[config.mk]
export PLATFORM = sky130hd
export DESIGN_NAME = pfrs_front
export DESIGN_NICKNAME = d
export VERILOG_FILES = /design/src/sv/pfrs_pkg.sv /design/src/sv/pfrs_front.sv
export SDC_FILE = /design/constraint.sdc
export NUM_CORES = 1
export LEC_CHECK = 0
export BUFFER_PORTS_ARGS = -buffer_cell sky130_fd_sc_hd__buf_2
export CORE_AREA = 2 2 90 92
export DETAILED_ROUTE_END_ITERATION = 12
export DIE_AREA = 0 0 92 94
export GPL_ROUTABILITY_DRIVEN = 0
export GPL_TIMING_DRIVEN = 0
export PLACE_DENSITY = 0.73
export SLEW_MARGIN = 30
export SYNTH_ARGS = -nofsm -noshare
export SYNTH_HDL_FRONTEND = slang
export SYNTH_SLANG_ARGS = --single-unit
export TNS_END_PERCENT = 1
[constraint.sdc]
create_clock -name vclk -period 4.1
set_clock_uncertainty 0.1 [all_clocks]
set_input_delay 0.41 -clock vclk [all_inputs]
set_output_delay 0.41 -clock vclk [all_outputs]
set_load 0.01 [all_outputs]
[src/sv/pfrs_pkg.sv]
// Package for the per-flow receive sequence and delay statistics block.
// Holds the flow-table geometry, the item kind codes and the queue and result types.
// No dependencies.
package pfrs_pkg;

	localparam int NUM_SOURCES = 16;
	localparam int NUM_DESTS   = 16;
	localparam int NUM_FLOWS   = NUM_SOURCES * NUM_DESTS;
	localparam int FLOW_W      = (NUM_FLOWS > 1) ? $clog2(NUM_FLOWS) : 1;

	localparam logic [15:0] TEST_MARKER = 16'hFFFF;

	// Depth of the queue between the front and back parts.
	localparam int Q_DEPTH = 2;
	localparam int Q_PTR_W = (Q_DEPTH > 1) ? $clog2(Q_DEPTH) : 1;
	localparam int Q_CNT_W = $clog2(Q_DEPTH + 1);

	typedef enum logic [1:0] {
		KIND_NONE,
		KIND_FWD,
		KIND_STAT
	} item_kind_t;

	// One classified item as it waits in the queue.
	typedef struct packed {
		item_kind_t        kind;
		logic [FLOW_W-1:0] flow;
		logic [15:0]       pkt_size;
		logic [31:0]       seq_number;
		logic [31:0]       delay;
	} item_t;

	// One entry of the flow table.
	typedef struct packed {
		logic [31:0] last_seq;
		logic [31:0] loss;
		logic [31:0] pkts;
		logic [31:0] bytes;
		logic [31:0] dmax;
		logic [31:0] dmin;
	} flow_t;

	typedef struct packed {
		logic        forward_up;
		logic        stats_updated;
		logic [31:0] flow_pkt_count;
		logic [31:0] flow_byte_count;
		logic [31:0] flow_loss_count;
		logic [31:0] one_way_delay;
		logic [31:0] delay_min;
		logic [31:0] delay_max;
	} result_t;

endpackage

[src/sv/pfrs_front.sv]
// Front part: takes a packet header, classifies it and forms the queue item.
// Depends on pfrs_pkg.
module pfrs_front (
	input  logic                  start,
	input  logic                  q_full,
	output logic                  busy,
	output logic                  push,
	input  logic                  packet_present,
	input  logic [3:0]            src_index,
	input  logic [3:0]            dst_index,
	input  logic signed [31:0]    now_time,
	input  logic [15:0]           marker,
	input  logic [15:0]           pkt_size,
	input  logic [31:0]           seq_number,
	input  logic signed [31:0]    send_time,
	output pfrs_pkg::item_t       item
);
	import pfrs_pkg::*;

	logic in_range;
	logic [31:0] flow_full;

	assign busy = q_full;
	assign push = start && !q_full;

	assign in_range  = (32'(src_index) < NUM_SOURCES) && (32'(dst_index) < NUM_DESTS);
	assign flow_full = 32'(src_index) * NUM_DESTS + 32'(dst_index);

	always_comb begin
		item.flow       = flow_full[FLOW_W-1:0];
		item.pkt_size   = pkt_size;
		item.seq_number = seq_number;
		item.delay      = now_time - send_time;
		if (!packet_present) begin
			item.kind = KIND_NONE;
		end else if (marker != TEST_MARKER) begin
			item.kind = KIND_FWD;
		end else if (!in_range) begin
			item.kind = KIND_NONE;
		end else begin
			item.kind = KIND_STAT;
		end
	end

endmodule

==> impl_metrics.json, run 1 <==
{
  "coreArea_mm2": 0.00761,
  "syn-cell-area_mm2": 0.00255,
  "slew_headroom_pct": 61.8,
  "routed_via_density": 4.89,
  "power.total_uw": 567,
  "cts_resized": 0,
  "holdCritPathClass": "primary input to primary output",
  "min_period_over_period_pct": 75.8,
  "worst_pin_slew_ns": 0.568,
  "clkbuf_count": 0,
  "routed_wl_um": 7680,
  "syn-num-nets": 538,
  "instances_no_fill": 644,
  "endpoint_kind": "primary output",
  "area_delta_synth_final_pct": 39.4,
  "cts_hold_buf": 0,
  "ant_nets": 0,
  "final_area_mm2": 0.00355,
  "synth_top_family_by_area": "compound AO/OA/AOI/OAI gates",
  "synth_compound_area_share_pct": 29.7,
  "grt_setup_unrepaired": "no",
  "synth_warnings": 0,
  "drt-initial-drc-count": 150,
  "synth_mux_area_share_pct": 0.835,
  "ir_drop_uv": 70.7,
  "grt_max_degree": 11,
  "antenna_found_initial": 0,
  "overflow": 0,
  "hold_viol_final": 0,
  "dp_cells": 644,
  "cp-start-kind": "primary input",
  "numPortBuffers": 175,
  "powerDensity_mw_per_mm2": 160,
  "seq_area_frac_synth_pct": 0,
  "cp-endpoint": "item[18]",
  "finalSetupTns_ns": 0,
  "yosys.area_share.adder_pct": 16.0,
  "grt_pass1_wl_um": 11900,
  "cp.required_ns": 3.59,
  "dpl-instance-area_mm2": 0.00355,
  "critical_path_class": "primary input to primary output",
  "antennaDiodeCount": 0,
  "rows": 32,
  "flops_and_latches": 0,
  "fmax_ghz": 0.322,
  "p_leak_nw": 2.02,
  "min_period_ns": 3.11,
  "grt_pass1_vias": 2752,
  "ios": 231,
  "synth-xor-area-share_pct": 9.63,
  "drt_pass1_iterations": 4,
  "drc": 0,
  "die_area_mm2": 0.00865,
  "hp-start": "dst_index[2]",
  "drv_slew": 0,
  "seq_area_um2": 0,
  "dp_hpwl_um": 6950,
  "dieHeight_um": 94,
  "maxCapViolCount": 0,
  "syn_avg_cell_area_um2": 6.94,
  "synthCells": 367,
  "setup.worst_path.start": "now_time[0]",
  "dieWidth_um": 92,
  "synth-simple-area-share_pct": 18.8,
  "netlist-cell-type-count": 59,
  "initial_core_util_pct": 33.5,
  "status": "completed",
  "setup_violations": 0,
  "vias": 3149,
  "wl_per_cell_um": 11.9,
  "worstPathMaxFanout": 4,
  "critical_path_arrival_ns": 2.60,
  "post-cts-setup-buffer-count": 0,
  "drive_above_1_share_pct": 46.1,
  "grtUsageTotal_pct": 16.1,
  "hold_ws_ns": 0.903,
  "fin_nets": 715
}
## Yosys cell counts, types with 4 or more instances
master	count	share of area, %
ha_1	31	15
inv_1	36	5.3
nor2b_1	5	1.2
nand4_1	9	2.2
xnor2_1	15	5.2
nand2_1	25	3.7
nor3_1	5	0.98
xor2_1	13	4.5
o21a_1	8	2.4
nand3_1	6	1.2
nand2b_1	6	1.5
clkbuf_1	4	0.59
and3_1	4	0.98
buf_4	57	17
a21o_1	13	3.8
a31oi_1	7	1.7
a21oi_1	30	5.9
o21ai_0	19	3.7
nor2_1	20	2.9
o211ai_1	5	1.5
## cell type report
type / count / area, µm²
inverters: 36 / 135
well taps: 102 / 128
repair buffers: 175 / 876
multi-input cells: 265 / 1910
fillers: 804 / 4060
plain buffers: 66 / 502
## worst min path at each step
stage | to | slack [ns] | cells after the start
2_1_floorplan | push | 0.77 | 1
6_report | item[82] | 0.90 | 2
3_3_place_gp | item[32] | 0.90 | 2
3_5_place_dp | item[46] | 0.90 | 2
5_1_grt | item[32] | 0.91 | 2
4_1_cts | item[46] | 0.90 | 2
## critical path, cell delays in order
cell	delay, ns
buf_2	0.07
inv_1	0.03
ha_1	0.21
fa_1	0.41
nor2b_1	0.17
o211a_1	0.22
o31ai_1	0.12
o31ai_1	0.38
a41oi_1	0.22
xnor2_1	0.19
buf_2	0.16
## cell usage in the layout, fill, tap and decap left out, drive strengths merged, types with 2 or more instances in the layout
cell | Yosys | routed
a211oi | 2 | 2
a21o | 14 | 14
a21oi | 31 | 31
a311oi | 4 | 4
a31oi | 7 | 7
and2 | 3 | 3
and3 | 4 | 4
buf | 60 | 235
clkbuf | 5 | 5
ha | 31 | 31
inv | 36 | 36
nand2 | 25 | 25
nand2b | 6 | 6
nand3 | 6 | 6
nand4 | 9 | 9
nor2 | 20 | 20
nor2b | 5 | 5
nor3 | 5 | 5
nor4 | 2 | 2
nor4b | 2 | 2
o211ai | 6 | 6
o21a | 8 | 8
o21ai | 21 | 21
o21bai | 2 | 2
o2bb2ai | 2 | 2
o31ai | 3 | 3
xnor2 | 15 | 15
xor2 | 13 | 13
## cell families (layout without fill, tap and decap cells)
logic type	count (synthesis)	after routing
mux	2	2
simple gates	93	93
fa+ha+maj	32	32
buf+inv	102	277
xor+xnor	28	28
compound gates	110	110
## metal layers
| metal | part of all wire, % | GRT usage [%] |
|---|---|---|
| met5 | 0 | 0 |
| met4 | 1.1 | 1.99 |
| met3 | 8.3 | 1.04 |
| met2 | 50 | 30.6 |
| met1 | 40 | 20.5 |
## per-stage QoR
| step | worst slack [ns] | util [%] |
|---|---|---|
| 2_1_floorplan | 1.38 | - |
| 3_3_place_gp | 0.972 | 46.7 |
| 3_5_place_dp | 0.965 | 46.7 |
| 4_1_cts | 0.940 | 46.7 |
| 5_1_grt | 0.774 | 46.7 |
| 6_report | 0.992 | 46.7 |
## power breakdown
group | switching [mW] | leakage [nW] | internal [mW]
sequential | 0 | 0 | 0
combinational | 0.298 | 2.02 | 0.268
clock | 0 | 0 | 0
(Power assumes the default switching activity.)
==> inputs of run 2 (changes only) <==
PLACE_DENSITY = 0.76   (was 0.73)
clock period = 2.6 ns   (was 4.1 ns; I/O delays follow)
==> impl_metrics.json, run 2 (synthesis results as in run 1) <==
{
  "maxCapViolCount": 0,
  "coreArea_mm2": 0.00761,
  "dieHeight_um": 94,
  "fmax_ghz": 0.389,
  "endpoint_kind": "primary output",
  "dieWidth_um": 92,
  "drive_above_1_share_pct": 54.2,
  "grt_setup_unrepaired": "yes",
  "fin_nets": 719,
  "drv_slew": 0,
  "cp-start-kind": "primary input",
  "min_period_over_period_pct": 98.9,
  "grtUsageTotal_pct": 16.0,
  "drc": 0,
  "dpl-instance-area_mm2": 0.00355,
  "setup_violations": 0,
  "status": "completed",
  "worst_slack_ns": 0.0287,
  "area_delta_synth_final_pct": 50.0,
  "crit_path_frequent_cell": "buf_2",
  "ant_nets": 0,
  "layout.cells.most_common": "buf_2",
  "path_buf_inv": 3,
  "max_stage_delay_ns": 0.31,
  "wl_per_cell_um": 12.4,
  "flops_and_latches": 0,
  "slew_headroom_pct": 62.6,
  "antennaDiodeCount": 0,
  "ir_drop_uv": 97.6,
  "powerDensity_mw_per_mm2": 255,
  "drt_pass1_iterations": 4,
  "dp_hpwl_um": 6900,
  "post-place-ws_ns": -0.175,
  "antenna_found_initial": 0,
  "critical_path_class": "primary input to primary output",
  "hold_viol_final": 0,
  "ios": 231,
  "final_area_mm2": 0.00382,
  "rows": 32,
  "finalSetupTns_ns": 0,
  "worst_pin_slew_ns": 0.556,
  "critical_path_arrival_ns": 2.21,
  "path_cells": "buf_2 -> inv_1 -> ha_2 -> fa_2 -> nor2b_4 -> o211a_4 -> o31ai_2 -> nand2_1 -> a31oi_1 -> xnor2_1 -> buf_2",
  "worstPathMaxFanout": 4,
  "seq_area_um2": 0,
  "cp.required_ns": 2.24,
  "routed_via_density": 4.89,
  "initial_core_util_pct": 33.5,
  "most-common-layout-cells": "buf_2, buf_4, inv_1, a21oi_1, nand2_1",
  "cts_hold_buf": 0,
  "p_leak_nw": 2.05,
  "grt_pass1_vias": 2807,
  "crit_slowest_cell": "o31ai_2",
  "overflow": 0,
  "grt_max_degree": 11,
  "drt-initial-drc-count": 72,
  "min_period_ns": 2.57,
  "holdCritPathClass": "primary input to primary output",
  "critPathTopFamily": "compound AO/OA/AOI/OAI gates",
  "numPortBuffers": 175,
  "die_area_mm2": 0.00865,
  "clkbuf_count": 0,
  "grt_pass1_wl_um": 12000,
  "routed_wl_um": 8030,
  "vias": 3168
}
==> run 2: cell count changes in the layout (fill, tap and decap cells not counted), moves of 3 or more <==
cell,delta
a21oi_1,-6
a21oi_2,+6
buf_4,+7
ha_1,-15
ha_2,+8
ha_4,+7
o21ai_0,-3
==> run 2: worst paths after layout <==
path,slack (ns),to,depth (start not counted),startpoint
worst min-delay path,0.60,item[83],2,dst_index[3]
worst max-delay path,0.03,item[10],11,now_time[0]
==> run 2: what timing repair did <==
action	in CTS	in global routing
pin swaps	4	20
setup endpoints to repair	11	17
resized for setup	19	34
buffers inserted	3	4
==> run 2: power breakdown <==
group,switching [mW],internal [mW],leakage [nW]
sequential,0,0,0
combinational,0.504,0.471,2.05
clock,0,0,0
total,0.504,0.471,2.05
==> run 2: final cells by class <==
class,count,area (µm²)
buffer,63,483
multi-input combinational,265,2140
fill,765,3790
tap,102,128
timing repair buffer,182,935
inverter,36,138
==> run 2: through the flow <==
| step | power, mW | util [%] | instances | hold WS [ns] |
|---|---|---|---|---|
| floorplan | 0.591 | - | 367 | 0.466 |
| global placement | 0.882 | 46.7 | 644 | 0.605 |
| detailed placement | 0.898 | 46.7 | 644 | 0.604 |
| CTS | 0.933 | 48.2 | 647 | 0.604 |
| global route | 1.07 | 50.2 | 648 | 0.607 |
| finish | 0.975 | 50.2 | 648 | 0.603 |
==> run 2: routing by layer <==
layer	wire (µm)	part of all wire [%]	global-route usage [%]
met1	3200	40	19.4
met2	4140	51	31.3
met3	641	8.0	1.69
met4	57	0.71	1.37
met5	0	0	0
==> inputs of run 3 (changes only) <==
MAX_ROUTING_LAYER = met4   (was not set)
==> impl_metrics.json, run 3 (synthesis results as in run 1) <==
{
  "status": "completed",
  "grt_pass1_wl_um": 12000,
  "dpl-instance-area_mm2": 0.00355,
  "seq_area_um2": 0,
  "most-common-layout-cells": "buf_2, buf_4, inv_1, a21oi_1, nand2_1",
  "rows": 32,
  "routed_wl_um": 8020,
  "fin_nets": 719,
  "critical_path_class": "primary input to primary output",
  "wl_per_cell_um": 12.4,
  "antennaDiodeCount": 0,
  "fillers": 765,
  "min_period_over_period_pct": 98.9,
  "antenna_found_initial": 0,
  "hold_ws_ns": 0.603,
  "dp_hpwl_um": 6900,
  "critical_path_arrival_ns": 2.21,
  "grt_setup_unrepaired": "yes",
  "fmax_ghz": 0.389,
  "ir_drop_uv": 97.8,
  "ant_nets": 0,
  "endpoint_kind": "primary output",
  "final_area_mm2": 0.00382,
  "dieHeight_um": 94,
  "vias": 3163,
  "layout.cells.most_common": "buf_2",
  "worst_pin_slew_ns": 0.556,
  "grt_max_degree": 11,
  "drv_slew": 0,
  "slew_headroom_pct": 62.6,
  "overflow": 0,
  "cts_hold_buf": 0,
  "numPortBuffers": 175,
  "drive_above_1_share_pct": 54.2,
  "grt_pass1_vias": 2802,
  "powerDensity_mw_per_mm2": 255,
  "maxCapViolCount": 0,
  "initial_core_util_pct": 33.5,
  "cp.required_ns": 2.24,
  "cp-start-kind": "primary input",
  "flops_and_latches": 0,
  "clkbuf_count": 0,
  "die_area_mm2": 0.00865,
  "min_period_ns": 2.57,
  "holdCritPathClass": "primary input to primary output",
  "drt_pass1_iterations": 4,
  "setup_violations": 0,
  "worstPathMaxFanout": 4,
  "worstHoldPathCells": 2,
  "area_delta_synth_final_pct": 50.0,
  "coreArea_mm2": 0.00761,
  "p_leak_nw": 2.05,
  "ios": 231,
  "hold_viol_final": 0,
  "grtUsageTotal_pct": 16.4,
  "drc": 0,
  "power.total_uw": 976,
  "dieWidth_um": 92,
  "routed_via_density": 4.88,
  "drt-initial-drc-count": 84
}
-- run 3: cell counts in the layout (fill, tap and decap cells not counted) --
Identical to the previous run, type by type.
-- run 3: worst paths after layout --
check	from	end	slack (ns)
max	now_time[0]	item[18]	0.03
min	dst_index[3]	item[83]	0.60
-- run 3: repair_timing --
item,CTS,global route
endpoints found under the setup margin,11,17
pin swaps,4,20
hold endpoints to repair,0,0
resized for setup,19,34
buffers inserted,3,4
-- run 3: worst max-delay path: stages --
cell and delay (ns):
buf_2 0.09, inv_1 0.05, ha_2 0.20, fa_2 0.39, nor2b_4 0.14, o211a_4 0.20
o31ai_2 0.09, o31ai_2 0.30, a41oi_2 0.18, xnor2_1 0.16, buf_2 0.15
-- run 3: metal layers --
metal	track usage, %	routed length (µm)	vias to the layer above
li1	-	-	1594
met1	19.7	3230	1414
met2	31.2	4110	151
met3	1.36	622	4
met4	1.37	59	0
met5	-	0	-
-- run 3: per-stage QoR --
stage,TNS (ns),cells,worst slack [ns],utilization (%)
floorplan,0,367,0.179,-
global placement,-0.666,644,-0.147,46.7
detailed placement,-0.829,644,-0.175,46.7
CTS,-0.0939,647,-0.0372,48.2
global route,-0.370,648,-0.0501,50.2
finish,0,648,0.0291,50.2
-- run 3: area by class of cell --
cell class / count / area, µm² / area share (%)
Inverter: 36 / 138 / 3.60
Buffer: 63 / 483 / 12.6
Multi-Input combinational cell: 265 / 2140 / 55.9
Timing Repair Buffer: 182 / 935 / 24.5
Tap cell: 102 / 128 / 3.34
-- run 3: where the power goes --
| group | switching, mW | internal [mW] |
|---|---|---|
| clock network | 0 | 0 |
| registers | 0 | 0 |
| logic | 0.505 | 0.471 |
