$ cat src/sv/pfrs_pkg.sv
// Package for the per-flow receive sequence and delay statistics block.
// Holds the flow-table geometry, the item kind codes and the queue and result types.
// No dependencies.
package pfrs_pkg;

	localparam int NUM_SOURCES = 16;
	localparam int NUM_DESTS   = 16;
	localparam int NUM_FLOWS   = NUM_SOURCES * NUM_DESTS;
	localparam int FLOW_W      = (NUM_FLOWS > 1) ? $clog2(NUM_FLOWS) : 1;

	localparam logic [15:0] TEST_MARKER = 16'hFFFF;

	// Depth of the queue between the front and back parts.
	localparam int Q_DEPTH = 2;
	localparam int Q_PTR_W = (Q_DEPTH > 1) ? $clog2(Q_DEPTH) : 1;
	localparam int Q_CNT_W = $clog2(Q_DEPTH + 1);

	typedef enum logic [1:0] {
		KIND_NONE,
		KIND_FWD,
		KIND_STAT
	} item_kind_t;

	// One classified item as it waits in the queue.
	typedef struct packed {
		item_kind_t        kind;
		logic [FLOW_W-1:0] flow;
		logic [15:0]       pkt_size;
		logic [31:0]       seq_number;
		logic [31:0]       delay;
	} item_t;

	// One entry of the flow table.
	typedef struct packed {
		logic [31:0] last_seq;
		logic [31:0] loss;
		logic [31:0] pkts;
		logic [31:0] bytes;
		logic [31:0] dmax;
		logic [31:0] dmin;
	} flow_t;

	typedef struct packed {
		logic        forward_up;
		logic        stats_updated;
		logic [31:0] flow_pkt_count;
		logic [31:0] flow_byte_count;
		logic [31:0] flow_loss_count;
		logic [31:0] one_way_delay;
		logic [31:0] delay_min;
		logic [31:0] delay_max;
	} result_t;

endpackage

$ cat src/sv/pfrs_fifo.sv
// Short queue of classified items between the front and back parts.
// Depends on pfrs_pkg.
module pfrs_fifo (
	input  logic            clk,
	input  logic            arst_n,
	input  logic            push,
	input  pfrs_pkg::item_t push_item,
	input  logic            pop,
	output pfrs_pkg::item_t head,
	output logic            empty,
	output logic            full
);
	import pfrs_pkg::*;

	item_t               slot_q [Q_DEPTH];
	logic [Q_PTR_W-1:0]  wr_ptr_q;
	logic [Q_PTR_W-1:0]  rd_ptr_q;
	logic [Q_CNT_W-1:0]  count_q;

	assign empty = (count_q == '0);
	assign full  = (count_q == Q_CNT_W'(Q_DEPTH));
	assign head  = slot_q[rd_ptr_q];

	function automatic logic [Q_PTR_W-1:0] ptr_inc(input logic [Q_PTR_W-1:0] p);
		logic [Q_PTR_W-1:0] r;
		if (p == Q_PTR_W'(Q_DEPTH - 1)) r = '0;
		else r = p + 1'b1;
		return r;
	endfunction

	always_ff @(posedge clk or negedge arst_n) begin
		if (!arst_n) begin
			wr_ptr_q <= '0;
			rd_ptr_q <= '0;
			count_q  <= '0;
		end else begin
			if (push) wr_ptr_q <= ptr_inc(wr_ptr_q);
			if (pop) rd_ptr_q <= ptr_inc(rd_ptr_q);
			if (push && !pop) count_q <= count_q + 1'b1;
			else if (pop && !push) count_q <= count_q - 1'b1;
		end
	end

	always_ff @(posedge clk) begin
		if (push) slot_q[wr_ptr_q] <= push_item;
	end

endmodule

$ cat config.mk
export PLATFORM = sky130hd
export DESIGN_NAME = pfrs_fifo
export DESIGN_NICKNAME = d
export VERILOG_FILES = /design/src/sv/pfrs_pkg.sv /design/src/sv/pfrs_fifo.sv
export SDC_FILE = /design/constraint.sdc
export NUM_CORES = 1
export LEC_CHECK = 0
export BUFFER_PORTS_ARGS = -buffer_cell sky130_fd_sc_hd__buf_2
export CAP_MARGIN = 40
export CORE_MARGIN = 2
export CORE_UTILIZATION = 42
export DETAILED_ROUTE_END_ITERATION = 10
export HOLD_SLACK_MARGIN = 0.05
export PLACE_DENSITY = 0.66
export SLEW_MARGIN = 20
export SYNTH_ARGS = -nofsm -noshare
export SYNTH_HDL_FRONTEND = slang
export SYNTH_SLANG_ARGS = --single-unit
export TNS_END_PERCENT = 100
$ cat constraint.sdc
create_clock -name clk -period 5.9 [get_ports clk]
set_input_delay 1.18 -clock clk [delete_from_list [all_inputs] [get_ports clk]]
set_output_delay 1.18 -clock clk [all_outputs]
set_load 0.02 [all_outputs]
==> flow_summary.toml, run 1 <==
[outcome]
outcome = "completed"

[setup_path]
cp-start-kind = "flop"
rrSetupSlack_ns = 3.86
path_max_fanout = 51
crit_type = "flop to output port"
cp_slowest_cell = "dfrtp_4"
worst_setup_path_end_kind = "output port"
max_stage_delay_ns = 0.79
r2r_cells = 2
reg2reg_from = "wr_ptr_q$_DFFE_PN0P_"
worstPathArrival_ns = 2.52
crit_chain = "buf_4 > mux2_2 > buf_2"
critPathLaunch = "rd_ptr_q$_DFFE_PN0P_"
critPathRequiredTime_ns = 4.72
critical_path.endpoint = "head[69]"
reg2reg_to = "slot_q[1][61]$_DFFE_PP_"

[cells_and_area]
post-route-util = 0.530
layout_commonest_cell = "buf_2"
final_cell_mix = "buf_2, edfxtp_1, mux2_2, clkbuf_16"
antennaDiodeCount = 0
drive_gt1_frac = 0.607
design_area_um2 = 8360
syn2layout_area_growth_pct = 24.1
final_nets = 589

[detailed_routing]
drtIter0Drc = 183
viasPerCell = 4.66
wirelength_um = 11900
wire_per_inst_um = 16.5
ant_nets = 0
first_pass_iters = 4
vias = 3344
route.detailed.drc = 0

[clocking]
postCtsSetupRepairBufs = 0
cts_max_level = 4
cts-resized-gates = 0
cts_sinks = 184
cts_root_buf = "clkbuf_16"
hold_buffers = 0
clk_path_buf_depth = 2
clock_latency_ns = 0.41
cts.clk_slew.worst_paths_ns = 0.06
numCtsBuffers = 17
cts_tree = "built"

[logic_synthesis]
syn_avg_cell_area_um2 = 22.8
synth_warnings = 0
syn_inst = 296
synth_largest_area_cell = "edfxtp_1"
synth_top_cells_by_area = "edfxtp_1, mux2_2, clkbuf_8"
synth_area_um2 = 6740
synth-seq-area-share = 0.817
synth_cell_types = 12
syn_nets = 391
synth_top_area_frac = 0.802
synth_seq_cells = 184

[floorplanning]
die_x_um = 131
ios = 186
core-area_um2 = 15800
die_area_um2 = 17100
start_util = 0.427
die_h_um = 131
rows = 46

[placed_design]
place_hpwl_um = 7690
placed_area_um2 = 7850
port_buffers = 185
place_congestion = 0.713

[sta]
rsz0062_at_grt = "false"
finalSetupTns_ns = 0
maxSlewHeadroom = 0.479
final.setup_skew_ns = 0.00537
setup_viol = 0
worstMarginPinSlew_ns = 0.781
final_max_slew_viol_count = 0
hold_viol = 0
final.min_clock_period_ns = 3.70
fin_crit_sh = 0.627
max_freq_mhz = 271
hold_slack_ns = 0.493

[global_route]
grt_pass1_wl_um = 17800
overflow = 0
antenna_found_initial = 2
grt_max_degree = 58
grt_pass1_vias = 3532
grt_usage = 0.142

[power_and_ir_drop]
ir_worst_vdd_mv = 0.218
p_total_mw = 4.13
cellLeakagePower_nw = 3.14
power.density_nw_per_um2 = 493

[min_path]
hp-class = "flop to flop"
hold_depth = 1

[flow_run]
max-cap-violations = 0
power breakdown:
group	switching [mW]	leakage, nW	total (mW)	internal [mW]
combinational	0.746	1.15	1.25	0.501
clock	0.421	0.251	1.03	0.606
sequential	0.113	1.74	1.85	1.74
kinds of logic (layout without fill, tap and decap cells):
| kind of cell | after synthesis | in the layout | synth area share |
|---|---|---|---|
| xor gates and xnor gates | 5 | 5 | 0.00650 |
| buffers and inverters | 11 | 216 | 0.0206 |
| muxes | 90 | 90 | 0.150 |
| DFF | 184 | 184 | 0.817 |
| adders and majority gates | 1 | 1 | 0.00186 |
| and+or+nand+nor | 5 | 5 | 0.00390 |
critical path: cells and delay by family (launching register included):
kind | cells | cell delay, ns
buffers and inverters | 2 | 0.81
multiplexers | 1 | 0.43
flip-flops | 1 | 0.79
state kept, by name, indices dropped and copies added (netlist names):
signal	count
rd_ptr_q	1
count_q	2
wr_ptr_q	1
slot_q	180
Yosys cell counts:
library cell / n
nor2b_1: 2
nor2_1: 2
ha_1: 1
xor2_1: 4
mux2_2: 90
buf_6: 1
edfxtp_1: 180
dfrtp_1: 4
clkbuf_8: 9
xnor2_1: 1
inv_1: 1
and2_1: 1
worst min-delay path by stage:
stage / startpoint / end / slack, ns
after floorplan: wr_ptr_q$_DFFE_PN0P_ / wr_ptr_q$_DFFE_PN0P_ / 0.45
after global placement: count_q[1]$_DFFE_PN0P_ / count_q[1]$_DFFE_PN0P_ / 0.47
after detailed placement: count_q[1]$_DFFE_PN0P_ / count_q[1]$_DFFE_PN0P_ / 0.48
after CTS: count_q[1]$_DFFE_PN0P_ / count_q[1]$_DFFE_PN0P_ / 0.49
after global routing: count_q[1]$_DFFE_PN0P_ / count_q[1]$_DFFE_PN0P_ / 0.52
final: count_q[1]$_DFFE_PN0P_ / count_q[1]$_DFFE_PN0P_ / 0.49
through the flow:
step                cells  setup slack [ns]
floorplan             296             0.245
global placement      691              2.60
detailed placement    691              2.58
CTS                   717              2.13
global route          717              2.04
finish                717              2.20
area by class of cell:
cell class / count / area, µm²
fill: 1319 / 7410
multi-input combinational: 101 / 1110
clock buffer: 20 / 437
timing repair buffer: 189 / 956
sequential: 184 / 5510
tap: 216 / 270
inverter: 1 / 3.75
clock inverter: 6 / 81.3
per-layer routing:
metal	GRT usage	wire [µm]
met2	0.231	5910
met1	0.165	4770
met5	0	12
met3	0.0643	993
met4	0.0544	173
Power figures use the tool's default switching activity.
==> run 2: changes to the inputs <==
==> constraint.sdc (replaced) <==
create_clock -name clk -period 3.6 [get_ports clk]
set_input_delay 0.72 -clock clk [delete_from_list [all_inputs] [get_ports clk]]
set_output_delay 0.72 -clock clk [all_outputs]
set_load 0.02 [all_outputs]
==> flow_summary.toml, run 2 (synthesis results as in run 1) <==
[sta]
maxSlewHeadroom = 0.577
hold_slack_ns = 0.0974
final.setup_skew_ns = 0.00690
final.min_clock_period_ns = 2.78
finalSetupTns_ns = 0
final_max_slew_viol_count = 0
worstMarginPinSlew_ns = 0.634
max_freq_mhz = 359
setup_viol = 0
rsz0062_at_grt = "false"
hold_viol = 0
fin_crit_sh = 0.773

[cells_and_area]
final.fill_count = 1318
syn2layout_area_growth_pct = 25.5
layout_commonest_cell = "buf_2"
top_register = "slot_q"
seq_area_um2 = 5510
multiInputGateArea_um2 = 1110
final_cell_mix = "buf_2, edfxtp_1, mux2_2, clkbuf_16, xor2_1"
post-route-util = 0.536
largest_register_ffs = 180
reg_top3 = "slot_q (180), count_q (2)"
drive_gt1_frac = 0.616
final_nets = 590
fin_cells = 725

[clocking]
cts_max_level = 4
clock_latency_ns = 0.42
clk_path_buf_depth = 2
cts.clk_slew.worst_paths_ns = 0.06
cts-resized-gates = 0
cts_sinks = 184
cts_tree = "built"
postCtsSetupRepairBufs = 0
cts_root_buf = "clkbuf_16"
hold_buffers = 0
numCtsBuffers = 17

[detailed_routing]
drtIter0Drc = 189
ant_nets = 0
vias = 3392
viasPerCell = 4.68
first_pass_iters = 4
route.detailed.drc = 0
wirelength_um = 11800
wire_per_inst_um = 16.3

[outcome]
outcome = "completed"

[setup_path]
crit_type = "flop to output port"
cp-start-kind = "flop"
reg2reg_to = "slot_q[1][82]$_DFFE_PP_"
path_max_fanout = 26
critical_path.top_delay_family = "flip-flops"
cp_slowest_cell = "dfrtp_4"
crit_chain = "buf_4 > mux2_2 > buf_2"
reg2reg_from = "wr_ptr_q$_DFFE_PN0P_"
max_stage_delay_ns = 0.68
rrSetupSlack_ns = 1.89
worst_setup_path_end_kind = "output port"
critPathRequiredTime_ns = 2.88
worstPathArrival_ns = 2.06
r2r_cells = 2
path_buf_inv = 2

[global_route]
grt_usage = 0.139
antenna_found_initial = 1
grt_pass1_vias = 3556
grt_max_degree = 47
overflow = 0
grt_pass1_wl_um = 17400

[min_path]
hp-class = "input port to async pin"

[floorplanning]
rows = 46
die_h_um = 131
die_area_um2 = 17100
start_util = 0.427
core-area_um2 = 15800
die_x_um = 131
ios = 186

[power_and_ir_drop]
power_frac_comb = 0.303
switching_share = 0.315
switchingPower_mw = 2.17
cellLeakagePower_nw = 3.18
p_int_mw = 4.72
ir_worst_vdd_mv = 0.562
pwr-share-clk = 0.259
power.density_nw_per_um2 = 814
p_seq_frac = 0.437

[placed_design]
dp.cells = 692
port_buffers = 185
place_congestion = 0.735
place_hpwl_um = 7880

[flow_run]
max-cap-violations = 0
run 2: cell types whose count changed in the layout (fill, tap and decap cells not counted):
cell | before | now
inv_8 | 0 | 1
clkinv_1 | 1 | 2
buf_12 | 0 | 2
inv_6 | 0 | 2
clkinv_4 | 0 | 3
clkinv_2 | 2 | 3
clkbuf_1 | 3 | 0
diode_2 | 0 | 1
buf_4 | 4 | 3
clkinvlp_4 | 1 | 2
run 2: layout make-up:
class                   count  share of cell area
diodes                      1            0.000296
clock buffers              17              0.0503
clock inverters            15              0.0180
inverters                   1            0.000444
multi-input cells         101               0.131
flip-flops and latches    184               0.651
well taps                 216              0.0320
repair buffers            190               0.117
run 2: worst max path at each step:
| stage | startpoint | endpoint | slack, ns | cells after the start |
|---|---|---|---|---|
| 3_5_place_dp | rd_ptr_q$_DFFE_PN0P_ | head[36] | 1.23 | 3 |
| 6_report | rd_ptr_q$_DFFE_PN0P_ | head[36] | 0.82 | 3 |
| 2_1_floorplan | push | slot_q[0][0]$_DFFE_PP_ | 0.09 | 1 |
| 4_1_cts | rd_ptr_q$_DFFE_PN0P_ | head[36] | 0.77 | 3 |
| 5_1_grt | rd_ptr_q$_DFFE_PN0P_ | head[6] | 0.72 | 3 |
| 3_3_place_gp | rd_ptr_q$_DFFE_PN0P_ | head[65] | 1.29 | 3 |
run 2: metal layers:
| metal | part of all wire | track usage | wire length, µm |
|---|---|---|---|
| met5 | 0 | 0 | 0 |
| met4 | 0.016 | 0.0538 | 191 |
| met3 | 0.072 | 0.0578 | 857 |
| met2 | 0.50 | 0.241 | 5970 |
| met1 | 0.41 | 0.152 | 4830 |
run 2: power groups by stage:
| stage | registers (mW) | logic, mW | clock network, mW |
|---|---|---|---|
| after floorplan | 2.99 | 1.61 | 0 |
| after global placement | 3.04 | 2.10 | 0 |
| after detailed placement | 3.07 | 2.12 | 0 |
| after CTS | 3.02 | 2.13 | 1.84 |
| after global routing | 3.05 | 2.24 | 1.92 |
| final | 3.01 | 2.09 | 1.79 |
run 2: through the flow:
stage / instance area, µm² / power, mW / setup WS, ns
final: 8460 / 6.89 / 0.816
after global routing: 8460 / 7.22 / 0.718
after CTS: 8460 / 6.99 / 0.767
after detailed placement: 7880 / 5.19 / 1.23
after global placement: 7880 / 5.14 / 1.29
after floorplan: 6740 / 4.59 / 0.0929
==> run 3: changes to the inputs <==
==> constraint.sdc (replaced) <==
create_clock -name clk -period 2.6 [get_ports clk]
set_input_delay 0.52 -clock clk [delete_from_list [all_inputs] [get_ports clk]]
set_output_delay 0.52 -clock clk [all_outputs]
set_load 0.02 [all_outputs]
==> flow_summary.toml, run 3 (synthesis results as in run 1) <==
[outcome]
outcome = "completed"

[setup_path]
cp_slowest_cell = "dfrtp_4"
path_buf_inv = 2
critical_path.top_delay_family = "flip-flops"
worstPathArrival_ns = 1.83
r2r_cells = 2
crit_chain = "buf_4 > mux2_2 > buf_2"
path_max_fanout = 18
cp.depth = 3
max_stage_delay_ns = 0.60
worst_setup_path_end_kind = "output port"
crit_type = "flop to output port"
critPathRequiredTime_ns = 2.08
cp-start-kind = "flop"

[global_route]
overflow = 0
grt_max_degree = 52
grt_pass1_wl_um = 17500
grt_usage = 0.139
antenna_found_initial = 1
grt_pass1_vias = 3541

[placed_design]
port_buffers = 185
place_hpwl_um = 8030
place_congestion = 0.753
dp.cells = 695

[min_path]
hp-class = "input port to flop"
hold_depth = 1

[sta]
fin_crit_sh = 0.904
hold_viol = 0
rsz0062_at_grt = "false"
final.setup_skew_ns = 0.00675
final_max_slew_viol_count = 0
maxSlewHeadroom = 0.538
final.min_clock_period_ns = 2.35
max_freq_mhz = 425
worstMarginPinSlew_ns = 0.693
finalSetupTns_ns = 0
setup_viol = 0

[detailed_routing]
wire_per_inst_um = 16.6
drtIter0Drc = 179
wirelength_um = 12100
ant_nets = 0
first_pass_iters = 4
route.detailed.drc = 0
vias = 3367
viasPerCell = 4.61

[flow_run]
max-cap-violations = 0

[floorplanning]
die_area_um2 = 17100
start_util = 0.427
die_h_um = 131
core-area_um2 = 15800
die_x_um = 131
rows = 46
ios = 186

[cells_and_area]
final_cell_mix = "buf_2, edfxtp_1, mux2_2, clkbuf_16, buf_4"
largest_register_ffs = 180
final_nets = 594
top_register = "slot_q"
layout_commonest_cell = "buf_2"
syn2layout_area_growth_pct = 26.5
final.fill_count = 1328
fin_cells = 730
reg_top3 = "slot_q (180), count_q (2)"
drive_gt1_frac = 0.619

[clocking]
cts_max_level = 4
numCtsBuffers = 17
cts.clk_slew.worst_paths_ns = 0.07
hold_buffers = 1
clk_path_buf_depth = 2
cts_sinks = 184
clock_latency_ns = 0.42
cts_tree = "built"
cts-resized-gates = 0
postCtsSetupRepairBufs = 0
cts_root_buf = "clkbuf_16"

[power_and_ir_drop]
cellLeakagePower_nw = 3.21
ir_worst_vdd_mv = 0.578
power.density_nw_per_um2 = 1140
run 3: changes by cell type in the layout (fill, tap and decap cells not counted):
| cell | delta |
|---|---|
| inv_8 | -1 |
| buf_12 | +1 |
| clkinv_1 | -2 |
| diode_2 | +1 |
| inv_6 | +2 |
| clkinvlp_4 | +1 |
| clkinv_4 | -2 |
| bufinv_16 | +1 |
| dlygate4sd3_1 | +1 |
| buf_4 | +2 |
| clkbuf_1 | +1 |
run 3: power breakdown:
group          internal, mW  switching (mW)
clock                  1.52            1.07
combinational          1.22            1.76
sequential             3.94           0.198
total                  6.68            3.03
run 3: final timing paths:
path | from | end | slack (ns)
worst min register to register | count_q[1]$_DFFE_PN0P_ | count_q[1]$_DFFE_PN0P_ | 0.51
min in group asynchronous | arst_n | count_q[0]$_DFFE_PN0P_ | 0.45
max in group asynchronous | arst_n | rd_ptr_q$_DFFE_PN0P_ | 2.00
worst max register to register | wr_ptr_q$_DFFE_PN0P_ | slot_q[0][51]$_DFFE_PP_ | 1.08
worst min-delay path | push_item[63] | slot_q[0][63]$_DFFE_PP_ | 0.29
worst max-delay path | rd_ptr_q$_DFFE_PN0P_ | head[70] | 0.25
run 3: cell type report:
| type | count | area (µm²) | share of cell area |
|---|---|---|---|
| timing repair buffer | 194 | 1030 | 0.121 |
| antenna | 2 | 5.00 | 0.000587 |
| inverter | 1 | 3.75 | 0.000440 |
| multi-input combinational | 101 | 1110 | 0.130 |
| clock buffer | 18 | 429 | 0.0503 |
| sequential | 184 | 5510 | 0.646 |
| clock inverter | 14 | 171 | 0.0201 |
| tap | 216 | 270 | 0.0317 |
run 3: worst register-to-register path: stages (launching register included):
cell	delay, ns
dfrtp_1	0.43
nor2b_4	0.13
buf_4	0.55
run 3: per-layer routing:
| layer | track usage | wire, µm |
|---|---|---|
| met1 | 0.156 | 4850 |
| met5 | 0 | 0 |
| met2 | 0.241 | 6200 |
| met3 | 0.0517 | 888 |
| met4 | 0.0582 | 152 |
run 3: through the flow:
| stage | power (mW) | instance area, µm² | hold slack [ns] | utilization | setup WS, ns |
|---|---|---|---|---|---|
| detailed placement | 7.25 | 7910 | 0.334 | 0.502 | 0.663 |
| global placement | 7.19 | 7910 | 0.331 | 0.502 | 0.687 |
| CTS | 9.85 | 8520 | 0.266 | 0.540 | 0.203 |
| floorplan | 6.34 | 6750 | 0.224 | - | 0.290 |
| finish | 9.72 | 8530 | 0.288 | 0.541 | 0.249 |
| global route | 10.2 | 8520 | 0.263 | 0.540 | 0.155 |
